`src/rtl/pet_pkg.sv`:
```
// Shared types and constants for the Prewitt edge threshold block.
// No dependencies; imported by every module under rtl/ except pet_ram.
package pet_pkg;

  localparam int PIX_W      = 8;
  localparam int CFG_IDX_W  = 2;
  localparam int CFG_DATA_W = 12;
  localparam int IMG_W_W    = 11;
  localparam int IMG_H_W    = 12;
  localparam int THR_W      = 11;
  localparam int GRAD_W     = 11;
  localparam int SQ_W       = 20;
  localparam int MAG_W      = 21;
  localparam int THR2_W     = 22;

  localparam logic [CFG_IDX_W-1:0] CFG_IDX_WIDTH  = 2'd0;
  localparam logic [CFG_IDX_W-1:0] CFG_IDX_HEIGHT = 2'd1;
  localparam logic [CFG_IDX_W-1:0] CFG_IDX_THRESH = 2'd2;

  localparam logic [IMG_W_W-1:0] IMG_W_RST = 11'd640;
  localparam logic [IMG_H_W-1:0] IMG_H_RST = 12'd480;
  localparam logic [THR_W-1:0]   THR_RST   = 11'd100;

  localparam logic [PIX_W-1:0] EDGE_ON  = 8'd255;
  localparam logic [PIX_W-1:0] EDGE_OFF = 8'd0;

  // one window column, top row first
  typedef struct packed {
    logic [PIX_W-1:0] top;
    logic [PIX_W-1:0] mid;
    logic [PIX_W-1:0] bot;
  } pet_col_t;

  // control of a beat leaving the line store read
  typedef struct packed {
    logic valid;
    logic res;
    logic last;
  } pet_s1_t;

  typedef struct packed {
    logic                     valid;
    logic                     last;
    logic signed [GRAD_W-1:0] gx;
    logic signed [GRAD_W-1:0] gy;
  } pet_grad_t;

  typedef struct packed {
    logic             last;
    logic [PIX_W-1:0] edge_value;
  } pet_res_t;

endpackage

```
`src/rtl/pet_window.sv`:
```
// 3x3 window column registers and Prewitt gradient stage.
// Depends on pet_pkg.
module pet_window (
  input  logic                           clk_i,
  input  logic                           rst_ni,
  input  pet_pkg::pet_s1_t               ctl_i,
  input  logic [pet_pkg::PIX_W-1:0]      px_i,
  input  logic [pet_pkg::PIX_W-1:0]      up1_i,
  input  logic [pet_pkg::PIX_W-1:0]      up2_i,
  output pet_pkg::pet_grad_t             grad_o
);
  import pet_pkg::*;

  // win_q[1] is the most recent column, win_q[0] the one before it
  pet_col_t  win_q [2];
  pet_col_t  col_new;
  pet_grad_t grad_q, grad_d;
  logic [9:0] sum_new, sum_old, sum_top, sum_bot;

  always_comb begin
    col_new.top = up2_i;
    col_new.mid = up1_i;
    col_new.bot = px_i;
    sum_new = 10'(col_new.top) + 10'(col_new.mid) + 10'(col_new.bot);
    sum_old = 10'(win_q[0].top) + 10'(win_q[0].mid) + 10'(win_q[0].bot);
    sum_top = 10'(win_q[0].top) + 10'(win_q[1].top) + 10'(col_new.top);
    sum_bot = 10'(win_q[0].bot) + 10'(win_q[1].bot) + 10'(col_new.bot);
    grad_d.valid = ctl_i.valid && ctl_i.res;
    grad_d.last  = ctl_i.last;
    grad_d.gx    = $signed({1'b0, sum_new}) - $signed({1'b0, sum_old});
    grad_d.gy    = $signed({1'b0, sum_top}) - $signed({1'b0, sum_bot});
  end

  always_ff @(posedge clk_i or negedge rst_ni) begin
    if (!rst_ni) begin
      win_q[0] <= '0;
      win_q[1] <= '0;
      grad_q   <= '0;
    end else begin
      grad_q <= grad_d;
      if (ctl_i.valid) begin
        win_q[0] <= win_q[1];
        win_q[1] <= col_new;
      end
    end
  end

  assign grad_o = grad_q;

endmodule

```
`config.mk`:
```
export PLATFORM = sky130hd
export DESIGN_NAME = pet_window
export DESIGN_NICKNAME = d
export VERILOG_FILES = /design/src/rtl/pet_pkg.sv /design/src/rtl/pet_window.sv
export SDC_FILE = /design/constraint.sdc
export NUM_CORES = 1
export LEC_CHECK = 0
export ABC_AREA = 1
export BUFFER_PORTS_ARGS = -buffer_cell sky130_fd_sc_hd__buf_2
export CAP_MARGIN = 0
export CORE_AREA = 10 10 121 145
export CTS_CLUSTER_DIAMETER = 30
export DETAILED_ROUTE_END_ITERATION = 10
export DIE_AREA = 0 0 131 155
export SETUP_SLACK_MARGIN = 0.15
export SYNTH_ARGS = -nofsm -noshare
export SYNTH_HDL_FRONTEND = slang
export SYNTH_SLANG_ARGS = --single-unit
```
`constraint.sdc`:
```
create_clock -name clk_i -period 3.2 [get_ports clk_i]
set_clock_uncertainty 0.1 [all_clocks]
set_input_delay 0.64 -clock clk_i [delete_from_list [all_inputs] [get_ports clk_i]]
set_output_delay 0.64 -clock clk_i [all_outputs]
set_load 0.1 [all_outputs]
```
# ---- Word level (Yosys, flattened, before mapping)
# Cells that the tools add are included.
dict set report word_totals {
  reg_bits 72
  in_bits 29
}
dict set report classes {
  addsub 10
  n_reduce_logical 1
}
# operator n
set ops {}
lappend ops {{9-bit by 8-bit adder with 10-bit output} 4}
lappend ops {{8-bit by 8-bit adder with 9-bit output} 4}
lappend ops {{10-bit by 10-bit subtractor with 11-bit output} 2}
lappend ops {{1-bit logical AND} 1}

# ---- Logic depth before layout (Yosys ltp)
# Gate-level depths: netlist of run 1.
dict set report logic_depth {
  word_depth 3
  ltp_mapped 17
  ltp_nobuf 17
}

# ---- Least setup slack after synthesis of run 1
# OpenSTA, ideal clock, no wires.
dict set report synth_path {
  path_kind {input-to-reg}
  start {input port up1_i[1] (netlist bit)}
  end {register grad_q (netlist bit grad_o[20])}
  t_arrival_ns 3.180
  required_time_ns 2.983
  path_slack_ns -0.196
  cell_stages 14
  path_buffers 0
  cell_sequence {fa_1 -> inv_1 -> fa_1 -> fa_1 -> inv_1 -> ha_1 -> inv_1 -> fa_1 -> inv_1 -> nand2_1 -> nand2_1 -> nand3_1 -> nand3_1 -> nand2_1}
}
# item line_no
set synth_lines {}
lappend synth_lines {{from (decl)} pet_window.sv:8} ;# input logic [pet_pkg::PIX_W-1:0] up1_i,
lappend synth_lines {{to (signal assigned)} pet_window.sv:40} ;# grad_q <= grad_d;
lappend synth_lines {{to (decl)} pet_window.sv:17} ;# pet_grad_t grad_q, grad_d;

==> flow_summary.ini, run 1 <==
[layout]
final_cells = 833
fin_util = 0.439
drive_gt1_frac = 0.328
final_cell_mix = inv_1 (118), nand2_1 (91), dfrtp_1 (72), fa_1 (58), buf_2 (44)
seq_area_mm2 = 0.00180
area_growth_syn_to_layout_pct = 28.8
final_common_cell = inv_1
n_antenna_cell = 0
multi_input_area_mm2 = 0.00294
num-fill-cells = 1406
layout.nets = 740

[setup_path]
timing.rr.start = win_q[41]
cp.arrival_ns = 3.31
crit_path_max_fanout = 3
worstReg2RegEnd = grad_o[18]
r2r_setup_slack_ns = 0.07
startpoint_type = input pin
required_ns = 3.33
reg2reg_depth = 15
critical_path_class = input pin to register
end_kind = register

[drt]
wl_met3_um = 460
wl_met1_um = 4310
wl_um = 10300
top_layer_used = met4
routedWlPerCell_um = 12.4
drtPass1Iterations = 4
drt_iter0_markers = 157
vias_per_cell = 4.28
drc = 0
wl_met2_um = 5390
ant_nets = 0
vias = 3563

[global_route]
grt_max_degree = 81
grt_pass1_wl_um = 17300
antenna_found_initial = 0
track_usage = 0.108
grt_pass1_vias = 3718
grt_overflow = 0

[min_path]
hp-class = input pin to register
holdPathStages = 1
hold_path_end = grad_o[22]
hp-start = ctl_i[0]

[clocking]
clock_sinks = 72
clockBufferDepth = 2
cts.clk_slew.worst_paths_ns = 0.05
clk_latency_ns = 0.34
cts_made_buffers = 9
htreeDepth = 3
cts-root-buf = clkbuf_16
cts_tree = built
hold_buffers = 0

[yosys]
syn_inst = 539
synthTopCellsByArea = dfrtp_1 (36%), fa_1 (25%), inv_1 (12%)
synth_cell_type_count = 19
synth_nets = 654
synth_edf_count = 0
seq_area_frac_synth = 0.358
syn_avg_cell_area_um2 = 9.34
synth-seq-cells = 72
async_reset_ff_frac = 1.00
synth_ff_type = dfrtp_1
synth_top_area_frac = 0.358
yosys.area.top_type = dfrtp_1
syn_area_mm2 = 0.00503
yosysWarnings = 0

[timing]
finalHoldViolCount = 0
finalCritPeriodShare = 0.992
slew_headroom = 0.376
rsz0062_at_grt = true
finalSetupViolations = 0
tightestPinTransition_ns = 0.936
max_clock_freq_mhz = 315
slew_violations = 0
final.min_clock_period_ns = 3.17

[floorplan]
die_x_um = 131
start_util = 0.341
io_pins = 53
rows = 49
dieArea_mm2 = 0.0203
core_area_mm2 = 0.0148
die_h_um = 155

[place]
numPortBuffers = 52
place_congestion = 0.859
hpwl_um = 7910
place_inst = 811

[outcome]
status = complete, no violations

[job]
drv_cap = 0
## final cells by class
| class | instances | share of cell area |
|---|---|---|
| Sequential cell | 72 | 0.278 |
| Multi-Input combinational cell | 299 | 0.454 |
| Timing Repair Buffer | 85 | 0.0897 |
| Clock buffer | 11 | 0.0374 |
| Inverter | 158 | 0.0949 |
| Tap cell | 204 | 0.0394 |
| Clock inverter | 4 | 0.00695 |
## repair_timing
item | CTS | global route
setup endpoints to repair | 13 | 16
pin swaps | 19 | 47
resized for setup | 39 | 54
buffers inserted | 4 | 3
## worst max-delay path, cell delays in order
cell      delay [ns]
buf_8           0.10
fa_1            0.53
inv_1           0.05
fa_1            0.49
fa_1            0.44
inv_2           0.09
ha_4            0.14
inv_4           0.04
fa_2            0.37
inv_2           0.06
nand2_2         0.05
nand2_4         0.08
nand3b_1        0.09
nand3_1         0.08
nand2_1         0.05
## synth_stat cells, types with 3 or more instances
master and number:
ha_1 22, buf_6 3, nand3_1 14, fa_1 64, nand2_1 111, dfrtp_1 72, a21oi_1 12, nor2_1 22
mux2_4 8, xnor2_1 4, inv_1 158, o21ai_0 34, buf_2 4
## stage by stage
| stage | worst slack (ns) | TNS, ns | hold slack (ns) | instance area [um2] |
|---|---|---|---|---|
| final | 0.0262 | 0 | 0.306 | 6480 |
| after global routing | -0.112 | -0.340 | 0.298 | 6480 |
| after CTS | -0.00564 | -0.00647 | 0.299 | 6310 |
| after detailed placement | -0.439 | -4.07 | 0.370 | 5880 |
| after global placement | -0.380 | -3.44 | 0.356 | 5880 |
| after floorplan | -0.105 | -0.280 | 0.244 | 5220 |
## flip-flops by register name (all words and copies together) (netlist names)
name and cells:
grad_o 24, win_q 48
## routing by layer
metal  up-vias  GRT usage
met5         -          0
met4         0     0.0430
met3        11     0.0272
met2        58      0.183
met1      1770      0.126
li1       1724          -
## worst max-delay path by stage
stage / startpoint / endpoint / slack [ns] / cells past startpoint
finish: up1_i[1] / grad_o[18] / 0.03 / 15
global route: win_q[41] / grad_o[7] / -0.11 / 16
CTS: win_q[41] / grad_o[7] / -0.006 / 16
detailed placement: up1_i[0] / grad_o[20] / -0.44 / 15
global placement: up1_i[1] / grad_o[20] / -0.38 / 15
floorplan: up1_i[1] / grad_o[20] / -0.11 / 14
## cells by family after synthesis
family	after synthesis	synth area share
adder cells (fa/ha/maj)	86	0.309
XOR/XNOR	6	0.0104
flip-flops	72	0.358
AND/OR/NAND/NOR	151	0.119
buffers and inverters	168	0.131
multiplexers	8	0.0239
AO/OA/AOI/OAI	48	0.0487
Power of run 1 is not shown: default switching activity piles up to over one toggle a cycle in this logic, so the estimate is an artifact.
==> run 2, diff against run 1 <==
--- a/config.mk
+++ b/config.mk
@@ -12,6 +12,7 @@
 export CTS_CLUSTER_DIAMETER = 30
 export DETAILED_ROUTE_END_ITERATION = 10
 export DIE_AREA = 0 0 131 155
+export HOLD_SLACK_MARGIN = 0.06
 export SETUP_SLACK_MARGIN = 0.15
 export SYNTH_ARGS = -nofsm -noshare
 export SYNTH_HDL_FRONTEND = slang
==> constraint.sdc (replaced) <==
create_clock -name clk_i -period 3.3 [get_ports clk_i]
set_clock_uncertainty 0.1 [all_clocks]
set_input_delay 0.66 -clock clk_i [delete_from_list [all_inputs] [get_ports clk_i]]
set_output_delay 0.66 -clock clk_i [all_outputs]
set_load 0.1 [all_outputs]
==> flow_summary.ini, run 2 (synthesis results as in run 1) <==
[floorplan]
rows = 49
io_pins = 53
die_x_um = 131
core_area_mm2 = 0.0148
start_util = 0.341
die_h_um = 155
dieArea_mm2 = 0.0203

[clocking]
clk_latency_ns = 0.35
cts.clk_slew.worst_paths_ns = 0.05
clock_sinks = 72
hold_buffers = 0
cts_made_buffers = 9
clockBufferDepth = 2
cts_tree = built
cts-root-buf = clkbuf_16
htreeDepth = 3

[place]
numPortBuffers = 52
hpwl_um = 7820
dp_slack_ns = -0.298
place_congestion = 0.804
postPlaceCellArea_mm2 = 0.00585

[layout]
final_cell_mix = inv_1 (127), nand2_1 (92), dfrtp_1 (72), fa_1 (60), buf_2 (47)
final_area_mm2 = 0.00643
fin_util = 0.435
layout.nets = 739
drive_gt1_frac = 0.301
top_register = win_q
largest_register_ffs = 48
area_growth_syn_to_layout_pct = 27.8
final_common_cell = inv_1

[setup_path]
critPathLaunch = win_q[17]
end_kind = register
crit_path_max_fanout = 3
cp.arrival_ns = 3.36
startpoint_type = register
critical_path_class = register to register
required_ns = 3.43
timing.rr.start = win_q[17]

[global_route]
grt_overflow = 0
grt_pass1_wl_um = 17000
antenna_found_initial = 1
grt_max_degree = 73
track_usage = 0.107
grt_pass1_vias = 3634

[drt]
routedWlPerCell_um = 12.2
vias = 3464
ant_nets = 0
drtPass1Iterations = 4
drt_iter0_markers = 158
vias_per_cell = 4.16
wl_um = 10100
drc = 0

[timing]
tightestPinTransition_ns = 0.941
finalHoldViolCount = 0
final.min_clock_period_ns = 3.23
rsz0062_at_grt = true
finalCritPeriodShare = 0.978
slew_headroom = 0.372
fin_ws_ns = 0.0716
max_clock_freq_mhz = 310
holdWs_ns = 0.321
finalSetupViolations = 0
slew_violations = 0

[min_path]
hp-class = input pin to register
hp-start = ctl_i[0]

[outcome]
status = complete, no violations

[job]
drv_cap = 0
run 2: layer usage:
layer	vias to the layer above	wire (um)	track usage
li1	1727	-	-
met1	1674	4210	0.127
met2	53	5230	0.174
met3	10	498	0.0313
met4	0	202	0.0477
met5	-	0	0
run 2: layout make-up:
type                            instances  area, um2
Sequential cell                        72       1800
Multi-Input combinational cell        299       2910
Antenna cell                            1       2.50
Inverter                              158        611
Clock buffer                           12        256
Timing Repair Buffer                   84        524
Clock inverter                          3       65.1
Fill cell                            1454       8350
Tap cell                              204        255
run 2: final timing paths:
kind                                    to  slack, ns  cells past startpoint
worst max-delay path             grad_o[8]       0.07                     17
worst min-delay path            grad_o[22]       0.32                      1
worst max register to register   grad_o[8]       0.07                     17
worst min register to register   win_q[28]       0.38                      2
max in group asynchronous        win_q[39]       2.13                      1
min in group asynchronous       grad_o[22]       0.35                      1
run 2: repair_timing:
item	CTS	global route
setup buffers	3	3
endpoints found under the setup margin	7	14
pin swaps	8	21
resized for setup	12	56
run 2: metrics by stage:
step	std cells	setup TNS (ns)
after detailed placement	811	-2.37
final	833	0
after floorplan	539	-0.0446
after CTS	829	0
after global routing	832	-0.279
after global placement	811	-2.16
run 2: worst max-delay path, stage by stage, from the launching register on:
cell	delay, ns
dfrtp_1	0.37
inv_2	0.05
fa_1	0.53
inv_1	0.05
fa_1	0.48
inv_1	0.05
fa_1	0.49
inv_2	0.04
ha_4	0.15
buf_4	0.12
buf_4	0.12
buf_4	0.12
nand3_1	0.09
nand3_2	0.12
nand2_2	0.09
nand2_1	0.05
nand2_1	0.05
nand2_1	0.05
Power of run 2 is left out for the same reason.
