**config.mk**
```make
export PLATFORM = sky130hd
export DESIGN_NAME = pet_mag
export DESIGN_NICKNAME = d
export VERILOG_FILES = /design/src/rtl/pet_pkg.sv /design/src/rtl/pet_mag.sv
export SDC_FILE = /design/constraint.sdc
export NUM_CORES = 1
export LEC_CHECK = 0
export ABC_AREA = 1
export BUFFER_PORTS_ARGS = -buffer_cell sky130_fd_sc_hd__buf_2
export CAP_MARGIN = 20
export CORE_UTILIZATION = 50
export CTS_CLUSTER_SIZE = 20
export DETAILED_ROUTE_END_ITERATION = 6
export PLACE_DENSITY = 0.74
export SLEW_MARGIN = 20
export SYNTH_ARGS = -nofsm -noshare
export SYNTH_HDL_FRONTEND = slang
export SYNTH_SLANG_ARGS = --single-unit
```
**constraint.sdc**
```tcl
create_clock -name clk_i -period 3.25 [get_ports clk_i]
set_input_delay 0.65 -clock clk_i [delete_from_list [all_inputs] [get_ports clk_i]]
set_output_delay 0.65 -clock clk_i [all_outputs]
set_load 0.02 [all_outputs]
```
**src/rtl/pet_pkg.sv**
```systemverilog
// Shared types and constants for the Prewitt edge threshold block.
// No dependencies; imported by every module under rtl/ except pet_ram.
package pet_pkg;

  localparam int PIX_W      = 8;
  localparam int CFG_IDX_W  = 2;
  localparam int CFG_DATA_W = 12;
  localparam int IMG_W_W    = 11;
  localparam int IMG_H_W    = 12;
  localparam int THR_W      = 11;
  localparam int GRAD_W     = 11;
  localparam int SQ_W       = 20;
  localparam int MAG_W      = 21;
  localparam int THR2_W     = 22;

  localparam logic [CFG_IDX_W-1:0] CFG_IDX_WIDTH  = 2'd0;
  localparam logic [CFG_IDX_W-1:0] CFG_IDX_HEIGHT = 2'd1;
  localparam logic [CFG_IDX_W-1:0] CFG_IDX_THRESH = 2'd2;

  localparam logic [IMG_W_W-1:0] IMG_W_RST = 11'd640;
  localparam logic [IMG_H_W-1:0] IMG_H_RST = 12'd480;
  localparam logic [THR_W-1:0]   THR_RST   = 11'd100;

  localparam logic [PIX_W-1:0] EDGE_ON  = 8'd255;
  localparam logic [PIX_W-1:0] EDGE_OFF = 8'd0;

  // one window column, top row first
  typedef struct packed {
    logic [PIX_W-1:0] top;
    logic [PIX_W-1:0] mid;
    logic [PIX_W-1:0] bot;
  } pet_col_t;

  // control of a beat leaving the line store read
  typedef struct packed {
    logic valid;
    logic res;
    logic last;
  } pet_s1_t;

  typedef struct packed {
    logic                     valid;
    logic                     last;
    logic signed [GRAD_W-1:0] gx;
    logic signed [GRAD_W-1:0] gy;
  } pet_grad_t;

  typedef struct packed {
    logic             last;
    logic [PIX_W-1:0] edge_value;
  } pet_res_t;

endpackage

```
**src/rtl/pet_mag.sv**
```systemverilog
// Squared gradient magnitude against squared threshold.
// Depends on pet_pkg.
module pet_mag (
  input  logic                       clk_i,
  input  logic                       rst_ni,
  input  pet_pkg::pet_grad_t         grad_i,
  input  logic [pet_pkg::THR_W-1:0]  thr_i,
  output logic                       pend_o,
  output logic                       res_valid_o,
  output pet_pkg::pet_res_t          res_o
);
  import pet_pkg::*;

  logic signed [GRAD_W-1:0] gx, gy;
  logic signed [2*GRAD_W-1:0] gx_sq, gy_sq;
  logic [THR2_W-1:0] thr_sq;
  logic              valid_q, last_q;
  logic [SQ_W-1:0]   gx2_q, gy2_q;
  logic [THR2_W-1:0] thr2_q;
  logic [MAG_W-1:0]  mag;

  always_comb begin
    gx     = grad_i.gx;
    gy     = grad_i.gy;
    gx_sq  = gx * gx;
    gy_sq  = gy * gy;
    thr_sq = THR2_W'(thr_i) * THR2_W'(thr_i);
  end

  always_ff @(posedge clk_i or negedge rst_ni) begin
    if (!rst_ni) begin
      valid_q <= 1'b0;
    end else begin
      valid_q <= grad_i.valid;
    end
  end

  always_ff @(posedge clk_i) begin
    last_q <= grad_i.last;
    gx2_q  <= gx_sq[SQ_W-1:0];
    gy2_q  <= gy_sq[SQ_W-1:0];
    thr2_q <= thr_sq;
  end

  assign mag              = MAG_W'(gx2_q) + MAG_W'(gy2_q);
  assign pend_o           = valid_q;
  assign res_valid_o      = valid_q;
  assign res_o.last       = last_q;
  assign res_o.edge_value = (THR2_W'(mag) > thr2_q) ? EDGE_ON : EDGE_OFF;

endmodule

```
---- After elaboration in Yosys (flattened, before gate mapping) ----
Index checks and enable logic that the tools add are counted.
word-level totals
  register bits after elaboration ......... 64
  output and inout bits ................... 11
operators by class
  $mul .................................... 3
  order comparisons ....................... 1
  mux-type cells .......................... 1
  add/sub/neg operators ................... 1
operators by type and width
  kind                                                        count
  11-bit by 11-bit multiplier with 20-bit output              2
  21-bit by 22-bit greater-than comparator with 1-bit output  1
  11-bit by 11-bit multiplier with 22-bit output              1
  20-bit by 20-bit adder with 21-bit output                   1
  8-bit 2-to-1 mux                                            1

---- Depth between registers and ports, before layout ----
Gate-level depths: netlist of run 1.
  depth in word-level cells ............... 3
  mapped depth ............................ 24

---- Worst setup path after synthesis of run 1 ----
OpenSTA, ideal clock, no wires.
  path kind ............................... input to register
  start ................................... input grad_i[4] (netlist name)
  end ..................................... register gy2_q[18]
  setup time .............................. 112 ps
  required time ........................... 3138 ps
  arrival time ............................ 4796 ps
  slack ................................... -1658 ps
  cell stages on the path ................. 19
  cells stage by stage .................... clkbuf_1 -> nand2_1 -> fa_1 -> inv_1 -> fa_1 -> inv_1 -> fa_1 -> inv_1 -> fa_1 -> inv_1 -> fa_1 -> inv_1 -> ha_1 -> a21oi_1 -> o21ai_1 -> o211ai_1 -> nand2_1 -> nand2_1 -> nand2_1
on the way
  longest elaborated chain between the ends .. 1
RTL lines
  what                                            line           source
  from (decl)                                     pet_mag.sv:6   input pet_pkg::pet_grad_t grad_i,
  11-bit by 11-bit multiplier with 20-bit output  pet_mag.sv:26  gy_sq = gy * gy;
  net gy_sq[18]                                   pet_mag.sv:15  logic signed [2*GRAD_W-1:0] gx_sq, gy_sq;
  to (signal assigned)                            pet_mag.sv:41  gy2_q <= gy_sq[SQ_W-1:0];
  to (decl)                                       pet_mag.sv:18  logic [SQ_W-1:0] gx2_q, gy2_q;
The timed path passes the listed nets, and every way through them passes these cells.

---- Final worst setup path of run 1 ----
  start ................................... input thr_i[2] (netlist name)
  end ..................................... register thr2_q[18]
on the way
  longest elaborated chain between the ends .. 1
RTL lines
  what                                            line           source
  from (decl)                                     pet_mag.sv:7   input logic [pet_pkg::THR_W-1:0] thr_i,
  11-bit by 11-bit multiplier with 22-bit output  pet_mag.sv:27  thr_sq = THR2_W'(thr_i) * THR2_W'(thr_i);
  net thr_sq[18]                                  pet_mag.sv:16  logic [THR2_W-1:0] thr_sq;
  to (signal assigned)                            pet_mag.sv:42  thr2_q <= thr_sq;
  to (decl)                                       pet_mag.sv:19  logic [THR2_W-1:0] thr2_q;
The timed path passes the listed nets, and every way through them passes these cells.

==> results by group, run 1 <==
Logic synthesis
  • Post-synth top area share: between 30% and 40%
  • Synth top area cells: fa_1 35%, ha_1 15%, inv_1 14%, nand2_1 9.6%, dfxtp_1 8.3%
  • Synth unique cells: 36
  • Post-synth ARST share: around 1.6%
  • Synth Warn #: 0
  • Post-synth top area cell: fa_1
  • Avg Inst Size Synth: between 7 and 8 um2
  • Cell count after synthesis: around 1800
  • Post-synthesis sequential area ratio: under 10%
  • Yosys reg bits: 61
  • Most frequent cell after synthesis: inv_1
  • Post-synth top flop: dfxtp_1
  • Post-Syn Nets: about 2300
  • Post-synth EDFFs: 0
  • Top cells by count, synth: 523 x inv_1, 368 x nand2_1, 251 x fa_1, 174 x ha_1, 92 x a21oi_1
  • Cell area after synthesis: between 0.01 and 0.015 mm2

Worst setup path
  • CP Cell Sequence: buf_12 > nand2_4 > fa_1 > buf_4 > fa_1 > inv_1 > fa_1 > fa_1 > inv_2 > fa_1 > inv_2 > ha_4 > nand2_4 > o21ai_1 > a21oi_1 > nand2_1 > nand2_1 > nand2_1
  • Arr. time, crit path: roughly 4800 ps
  • CP dominant cell by count: fa_1
  • Worst Path Required: ~3500 ps
  • Slowest Stage Delay on Critical Path: roughly 530 ps
  • Crit. path cell count: 18
  • CP Max Fanout: 6
  • Slowest CP cell: fa_1
  • CP bufs+invs: 5
  • Worst setup EP type: register
  • Critical path startpoint category: input pin
  • WS Path Type: in -> reg
  • Top cell family by delay on the critical path: adder cells

Cells and area
  • Fillers: 1874
  • Synth-to-layout area growth: 45.6%
  • Post-layout util: between 70% and 80%
  • # nets final: approximately 2700
  • N_diodes: 0
  • Layout cells sized above 1: approximately two fifths

Status
  • Failing checks: negative setup slack
  • Status: finished with violations

STA
  • Final Slew Violations: 0
  • Crit share post-route: 138%
  • Measured slew at the worst slew-check pin: slightly below 400 ps
  • Relative slew slack: around 74%
  • FMAX: around 220 MHz
  • Final Hold Viols: 0
  • Setup-failing EPs final: 55
  • RSZ-0062 raised after global routing: true
  • Final WS setup: -1230 ps
  • Fin crit period: between 4000 and 5000 ps

Floorplan
  • Die H: 172 um
  • Die width: 172 um
  • Die area: 0.0295 mm2
  • Boundary pin count: 48
  • Core Region: 0.0281 mm2
  • Core Rows: 61
  • Initial core utilization: about half

Global routing
  • Largest net degree at the start of global routing: 13
  • Initial antenna violation count: 0
  • GRT Total Usage: a little over a quarter
  • Total grt overflow: 0
  • First-pass GRT wire length: 62900 um
  • Vias in the first global route: about 14000

Place
  • Pre-CTS setup slack: -1600 ps
  • PortBufs: 47
  • Routability cong.: roughly 0.90
  • DP HPWL: 29400 um

Detailed routing
  • Antenna Nets Post-Route: 0
  • DR iter-0 viols: ~550
  • # DRC: 0
  • DR vias: around 13000
  • DR pass1 iterations: 5
  • WL per Instance: roughly 15 um
  • Vias per std cell: between 5 and 6
  • Routed WL: around 40000 um

Worst hold path
  • Worst Hold Class: in -> async

Clocking
  • Clock sinks: a little over 60
  • Root Buffer Master: clkbuf_16
  • CTS tree: built
  • Clock buffer depth: 2
  • Num CTS Buffers: 9
  • CTS clock-pin slew for the worst setup and hold paths: 60 ps
  • CTS H-tree depth: 3

Flow run
  • Max-cap violations: 0
[registers in the layout, summed over array words and instances (netlist names)]
name    count
thr2_q     21
pend_o      1
gy2_q      19
gx2_q      19
last_q      1
[how the worst max path moves through the flow]
stage / startpoint / endpoint
after CTS: grad_i[10] / gy2_q[19]
final: thr_i[2] / thr2_q[18]
after global routing: thr_i[0] / thr2_q[17]
after detailed placement: grad_i[21] / gx2_q[18]
after global placement: grad_i[21] / gx2_q[18]
after floorplan: grad_i[10] / gy2_q[19]
[cells by family (layout without fill, tap and decap cells)]
group | Yosys count | after routing | synth area share, %
buffers and inverters | 570 | 927 | 15.2
DFF | 61 | 61 | 8.51
adders and majority gates | 425 | 425 | 50.0
xor gates and xnor gates | 73 | 73 | 4.44
AOI/OAI and AO/OA | 161 | 161 | 6.13
and+or+nand+nor | 556 | 556 | 15.8
[cell type report]
type	count	area [um2]	share of cell area, %
Inverter	524	2000	9.55
Clock inverter	7	100	0.477
Multi-Input combinational cell	1215	13400	64.1
Tap cell	378	473	2.26
Clock buffer	9	225	1.07
Timing Repair Buffer	387	3490	16.6
Sequential cell	61	1240	5.92
[cells in the final DEF, fill, tap and decap left out, drive strengths merged]
| cell type | count |
|---|---|
| nand4 | 13 |
| dfrtp | 1 |
| buf | 386 |
| a31o | 2 |
| a31oi | 1 |
| nand3b | 8 |
| fa | 251 |
| a21boi | 3 |
| nand3 | 53 |
| clkinvlp | 3 |
| nor3 | 7 |
| clkbuf | 9 |
| and3 | 2 |
| clkinv | 3 |
| a21o | 9 |
| nor2 | 93 |
| xor2 | 49 |
| nor4 | 1 |
| inv | 523 |
| o21bai | 5 |
| a21oi | 93 |
| xnor2 | 24 |
| nand2 | 376 |
| o211ai | 5 |
| dfxtp | 60 |
| or2 | 3 |
| bufbuf | 1 |
| o21ai | 42 |
| o21a | 1 |
| ha | 174 |
| bufinv | 2 |
[layer usage]
| layer | up-vias | global-route usage, % | wire [um] |
|---|---|---|---|
| li1 | 6171 | - | - |
| met1 | 6417 | 31.7 | 15200 |
| met2 | 336 | 50.8 | 21000 |
| met3 | 113 | 2.99 | 1490 |
| met4 | 0 | 6.09 | 1270 |
| met5 | - | 0 | 0 |
[stage by stage]
step                      hold slack [ps]  instance area [um2]  instances  setup TNS (ps)
after CTS                            62.8                20200       2566          -41550
after detailed placement              426                18000       2510          -63210
after floorplan                       354                15800       1846          -42040
final                                67.1                21000       2581          -45630
after global placement                424                18000       2510          -60190
after global routing                 54.0                21000       2581          -52370
[what timing repair did]
action / 4_1_cts / 5_1_grt
setup buffers: 41 / 21
gates cloned: 1 / 0
endpoints found under the setup margin: 55 / 55
hold buffers: 0 / 0
pin swaps: 202 / 154
resized for setup: 396 / 191
Power of run 1 is not shown: default switching activity piles up to over one toggle a cycle in this logic, so the estimate is an artifact.
==> run 2, diff against run 1 <==
PLACE_DENSITY = 0.66   (was 0.74)
==> results by group, run 2 (synthesis gave the netlist of run 1 again) <==
Worst setup path
  • CP dominant cell by count: fa_1 (unchanged)
  • Crit path to: gy2_q[19] (was thr2_q[18])
  • Arr. time, crit path: 4650 ps (was 4770 ps)
  • Slowest CP cell: fa_1 (unchanged)
  • Critical path startpoint category: input pin (unchanged)
  • WS Path Type: in -> reg (unchanged)
  • Worst setup EP type: register (unchanged)
  • CP startpoint: grad_i[7] (was thr_i[2])
  • Worst Path Required: 3480 ps (was 3540 ps)
  • Slowest Stage Delay on Critical Path: 540 ps (was 530 ps)
  • CP Cell Sequence: buf_12 > buf_6 > nand2_4 > fa_1 > inv_2 > fa_1 > inv_1 > fa_1 > inv_1 > fa_1 > inv_1 > fa_1 > inv_2 > ha_4 > buf_12 > nand2_8 > nor2_4 > nor2_4 > nand2_2 > nand2_1 > nand2_2 > inv_1 > nand2_1 > nand2_1 (was buf_12 > nand2_4 > fa_1 > buf_4 > fa_1 > inv_1 > fa_1 > fa_1 > inv_2 > fa_1 > inv_2 > ha_4 > nand2_4 > o21ai_1 > a21oi_1 > nand2_1 > nand2_1 > nand2_1)
  • CP Max Fanout: 5 (was 6)

Floorplan
  • Die width: 172 um (unchanged)
  • Die H: 172 um (unchanged)
  • Core Region: 0.0281 mm2 (unchanged)
  • Die area: 0.0295 mm2 (unchanged)
  • Core Rows: 61 (unchanged)
  • Initial core utilization: 51.3% (unchanged)
  • Boundary pin count: 48 (unchanged)

STA
  • Fin crit period: 4420 ps (was 4480 ps)
  • Final WS setup: -1170 ps (was -1230 ps)
  • Measured slew at the worst slew-check pin: 315 ps (was 389 ps)
  • Setup-failing EPs final: 55 (unchanged)
  • Relative slew slack: 79.0% (was 73.9%)
  • RSZ-0062 raised after global routing: true (unchanged)
  • Final Slew Violations: 0 (unchanged)
  • FMAX: 226 MHz (was 223 MHz)
  • Final Hold Viols: 0 (unchanged)
  • Worst hold slack: 84.4 ps (was 67.1 ps)
  • Crit share post-route: 136% (was 138%)
  • Setup_tns: -43020 ps (was -45630 ps)

Cells and area
  • Largest registers: thr2_q x21, gx2_q x19, gy2_q x19 (unchanged)
  • Number of flip-flops in the largest register: 21 (unchanged)
  • Most frequent cells in the layout: 436 x inv_1, 284 x buf_4, 261 x nand2_1 (was 418 x inv_1, 275 x buf_4, 243 x nand2_1)
  • Layout cells sized above 1: 39.3% (was 41.4%)
  • Synth-to-layout area growth: 44.9% (was 45.6%)
  • Biggest register: thr2_q (unchanged)
  • Commonest non-fill, non-tap cell in the layout: inv_1 (unchanged)
  • # nets final: 2659 (was 2660)
  • Fillers: 1988 (was 1874)
  • N_diodes: 0 (unchanged)
  • Design area: 0.0209 mm2 (was 0.0210 mm2)
  • Final std cells w/o fill: 2580 (was 2581)

Detailed routing
  • Vias per std cell: 4.91 (was 5.05)
  • DR pass1 iterations: 5 (unchanged)
  • Routed WL: 37000 um (was 38900 um)
  • # DRC: 0 (unchanged)
  • DR iter-0 viols: 476 (was 547)
  • WL per Instance: 14.3 um (was 15.1 um)
  • Antenna Nets Post-Route: 0 (unchanged)
  • DR vias: 12677 (was 13037)

Global routing
  • Largest net degree at the start of global routing: 12 (was 13)
  • GRT Total Usage: 25.5% (was 26.7%)
  • First-pass GRT wire length: 60100 um (was 62900 um)
  • Total grt overflow: 0 (unchanged)
  • Vias in the first global route: 13252 (was 13987)
  • Initial antenna violation count: 0 (unchanged)

Place
  • PortBufs: 47 (unchanged)
  • DP HPWL: 28900 um (was 29400 um)
  • Cell count after placement: 2505 (was 2510)
  • Routability cong.: 0.910 (was 0.903)
  • DP Area: 0.0179 mm2 (was 0.0180 mm2)

Status
  • Failing checks: negative setup slack (unchanged)
  • Status: finished with violations (unchanged)

Worst hold path
  • Worst Hold Class: in -> async (unchanged)

Clocking
  • Clock buffer depth: 2 (unchanged)
  • CTS clock-pin slew for the worst setup and hold paths: 50 ps (was 60 ps)
  • CTS H-tree depth: 3 (unchanged)
  • Root Buffer Master: clkbuf_16 (unchanged)
  • CTS tree: built (unchanged)
  • Num CTS Buffers: 9 (unchanged)
  • Clock sinks: 61 (unchanged)
  • CTS Hold Buffers Added: 0 (unchanged)

Flow run
  • Max-cap violations: 0 (unchanged)
==> run 2: cell count changes in the layout (fill, tap and decap cells not counted), sizes merged <==
| cell | previous run | this run |
|---|---|---|
| clkbuf | 9 | 12 |
| bufbuf | 1 | 0 |
| buf | 386 | 385 |
| inv | 523 | 524 |
| clkinvlp | 3 | 2 |
| clkinv | 3 | 1 |
==> run 2: worst max-delay path, delay by kind of cell <==
family | cells | cell delay [ps]
and+or+nand+nor | 9 | 630
buffers and inverters | 9 | 590
adders and majority gates | 6 | 2760
==> run 2: worst min path at each step <==
stage,from,endpoint,slack (ps),depth (start not counted)
5_1_grt,rst_ni,pend_o,80,1
3_5_place_dp,rst_ni,pend_o,430,1
6_report,rst_ni,pend_o,80,1
4_1_cts,rst_ni,pend_o,80,1
3_3_place_gp,rst_ni,pend_o,420,1
2_1_floorplan,rst_ni,pend_o,350,0
==> run 2: what timing repair did <==
item,4_1_cts,5_1_grt
hold endpoints to repair,0,0
cloned,1,1
pin swaps,192,126
endpoints found under the setup margin,55,55
gates resized for setup,401,132
setup buffers,43,20
==> run 2: per-stage QoR <==
step	worst slack, ps	utilization (%)
after global routing	-1300	74.3
after floorplan	-1270	-
after detailed placement	-1630	63.9
after CTS	-1130	71.9
final	-1170	74.3
after global placement	-1620	63.9
==> run 2: routing by layer <==
metal / part of all wire (%) / global-route usage [%]
met1: 42 / 32.4
met2: 53 / 47.0
met3: 2.9 / 2.58
met4: 1.4 / 4.15
met5: 0 / 0
==> run 2: final cells by class <==
type	instances	area [um2]	share of cell area (%)
Tap cell	378	473	2.27
Inverter	524	1990	9.54
Clock buffer	11	243	1.16
Clock inverter	5	83.8	0.402
Sequential cell	61	1240	5.96
Timing Repair Buffer	386	3460	16.6
Multi-Input combinational cell	1215	13400	64.1
Power of run 2 is left out for the same reason.
==> run 3, diff against run 2 <==
PLACE_DENSITY = unset   (was 0.66)
PLACE_DENSITY_LB_ADDON = 0.3   (was unset)
==> results by group, run 3 (synthesis gave the netlist of run 1 again) <==
Status
  • Status: finished with violations (unchanged)
  • Failing checks: design-rule violations, negative setup slack (was negative setup slack)

Place
  • Cell count after placement: 2502 (was 2505)
  • Pre-CTS setup slack: -1600 ps (was -1630 ps)
  • Routability cong.: 0.897 (was 0.910)
  • PortBufs: 47 (unchanged)
  • DP HPWL: 28900 um (about the same)

Detailed routing
  • WL per Instance: 14.9 um (was 14.3 um)
  • # DRC: 2 (was 0)
  • Antenna Nets Post-Route: 0 (unchanged)
  • Vias per std cell: 4.98 (was 4.91)
  • Routed WL: 38500 um (was 37000 um)
  • DR vias: 12822 (was 12677)
  • DR iter-0 viols: 566 (was 476)
  • DR pass1 iterations: 7 (was 5)

STA
  • FMAX: 226 MHz (about the same)
  • Measured slew at the worst slew-check pin: 319 ps (was 315 ps)
  • Final WS setup: -1170 ps (about the same)
  • Final Hold Viols: 0 (unchanged)
  • Relative slew slack: 78.6% (was 79.0%)
  • Fin crit period: 4420 ps (about the same)
  • Setup-failing EPs final: 55 (unchanged)
  • Setup_tns: -44510 ps (was -43020 ps)
  • Crit share post-route: 136% (about the same)
  • RSZ-0062 raised after global routing: true (unchanged)
  • Final Slew Violations: 0 (unchanged)

Floorplan
  • Core Region: 0.0281 mm2 (unchanged)
  • Die H: 172 um (unchanged)
  • Die width: 172 um (unchanged)
  • Core Rows: 61 (unchanged)
  • Initial core utilization: 51.3% (unchanged)
  • Boundary pin count: 48 (unchanged)
  • Die area: 0.0295 mm2 (unchanged)

Cells and area
  • Fillers: 1900 (was 1988)
  • Most frequent cells in the layout: 421 x inv_1, 278 x buf_4, 247 x nand2_1 (was 436 x inv_1, 284 x buf_4, 261 x nand2_1)
  • Final std cells w/o fill: 2574 (was 2580)
  • Biggest register: thr2_q (unchanged)
  • Layout cells sized above 1: 41.6% (was 39.3%)
  • Sequential cell area: 0.00124 mm2 (about the same)
  • N_diodes: 0 (unchanged)
  • Synth-to-layout area growth: 46.6% (was 44.9%)
  • Commonest non-fill, non-tap cell in the layout: inv_1 (unchanged)
  • Number of flip-flops in the largest register: 21 (unchanged)
  • Largest registers: thr2_q x21, gx2_q x19, gy2_q x19 (unchanged)
  • Footprint of the multi-input gates: 0.0136 mm2 (was 0.0134 mm2)
  • # nets final: 2654 (was 2659)

Global routing
  • Total grt overflow: 0 (unchanged)
  • Largest net degree at the start of global routing: 12 (unchanged)
  • GRT Total Usage: 26.4% (was 25.5%)
  • First-pass GRT wire length: 62600 um (was 60100 um)
  • Initial antenna violation count: 0 (unchanged)
  • Vias in the first global route: 13842 (was 13252)

Worst setup path
  • WS Path Type: in -> reg (unchanged)
  • Arr. time, crit path: 4640 ps (was 4650 ps)
  • Worst Path Required: 3470 ps (was 3480 ps)
  • Worst setup EP type: register (unchanged)
  • CP Max Fanout: 8 (was 5)
  • Critical path startpoint category: input pin (unchanged)

Clocking
  • CTS tree: built (unchanged)
  • Clock sinks: 61 (unchanged)
  • Clock buffer depth: 2 (unchanged)
  • Root Buffer Master: clkbuf_16 (unchanged)
  • CTS clock-pin slew for the worst setup and hold paths: 50 ps (about the same)
  • Num CTS Buffers: 9 (unchanged)
  • CTS H-tree depth: 3 (unchanged)

Flow run
  • Max-cap violations: 0 (unchanged)

Worst hold path
  • Worst Hold Class: in -> async (unchanged)
-- run 3: cell types whose count changed in the layout (fill, tap and decap cells not counted), sizes merged --
cell / delta
clkbuf: -1
clkinvlp: -2
clkinv: +2
buf: -4
inv: -2
bufinv: +1
-- run 3: critical path, cell delays in order --
cell      delay [ps]
buf_12           130
buf_8            130
nand2_4           50
inv_2             40
buf_4            120
fa_2             470
fa_1             510
inv_1             60
fa_1             530
inv_1             50
fa_1             520
fa_1             450
ha_4             330
nand2_2           60
nor2_2           170
o211ai_1         160
nand3_1          120
nand2_1           70
-- run 3: final timing paths --
path / from / end / slack [ps] / cells past startpoint
max: grad_i[21] / gx2_q[18] / -1170 / 18
min: rst_ni / pend_o / 80 / 1
min in group clk_i: grad_i[22] / last_q / 410 / 1
max in group asynchronous: rst_ni / pend_o / 3090 / 1
-- run 3: final cells by class --
cell class	instances	share of cell area, %
multi-input cells	1215	64.6
repair buffers	381	16.2
inverters	524	9.49
flip-flops and latches	61	5.88
well taps	378	2.24
clock buffers	11	1.20
clock inverters	4	0.450
-- run 3: metrics by stage --
stage          instance area, um2  hold slack (ps)  utilization [%]
6_report                    21100             78.8             75.2
5_1_grt                     21100             70.0             75.2
4_1_cts                     20300             73.1             72.2
3_5_place_dp                17900              429             63.9
3_3_place_gp                17900              425             63.9
2_1_floorplan               15800              354                -
-- run 3: layer usage --
metal | vias up | part of all wire [%] | GRT usage (%)
li1 | 6149 | - | -
met1 | 6341 | 40 | 32.1
met2 | 264 | 54 | 49.3
met3 | 68 | 3.5 | 2.95
met4 | 0 | 2.1 | 6.21
met5 | - | 0 | 0
-- run 3: repair_timing --
action	4_1_cts	5_1_grt
pin swaps	187	157
hold buffers	0	0
endpoints found under the setup margin	55	56
cloned	1	0
gates resized for setup	424	192
buffers inserted	43	21
Power of run 3 is left out for the same reason.
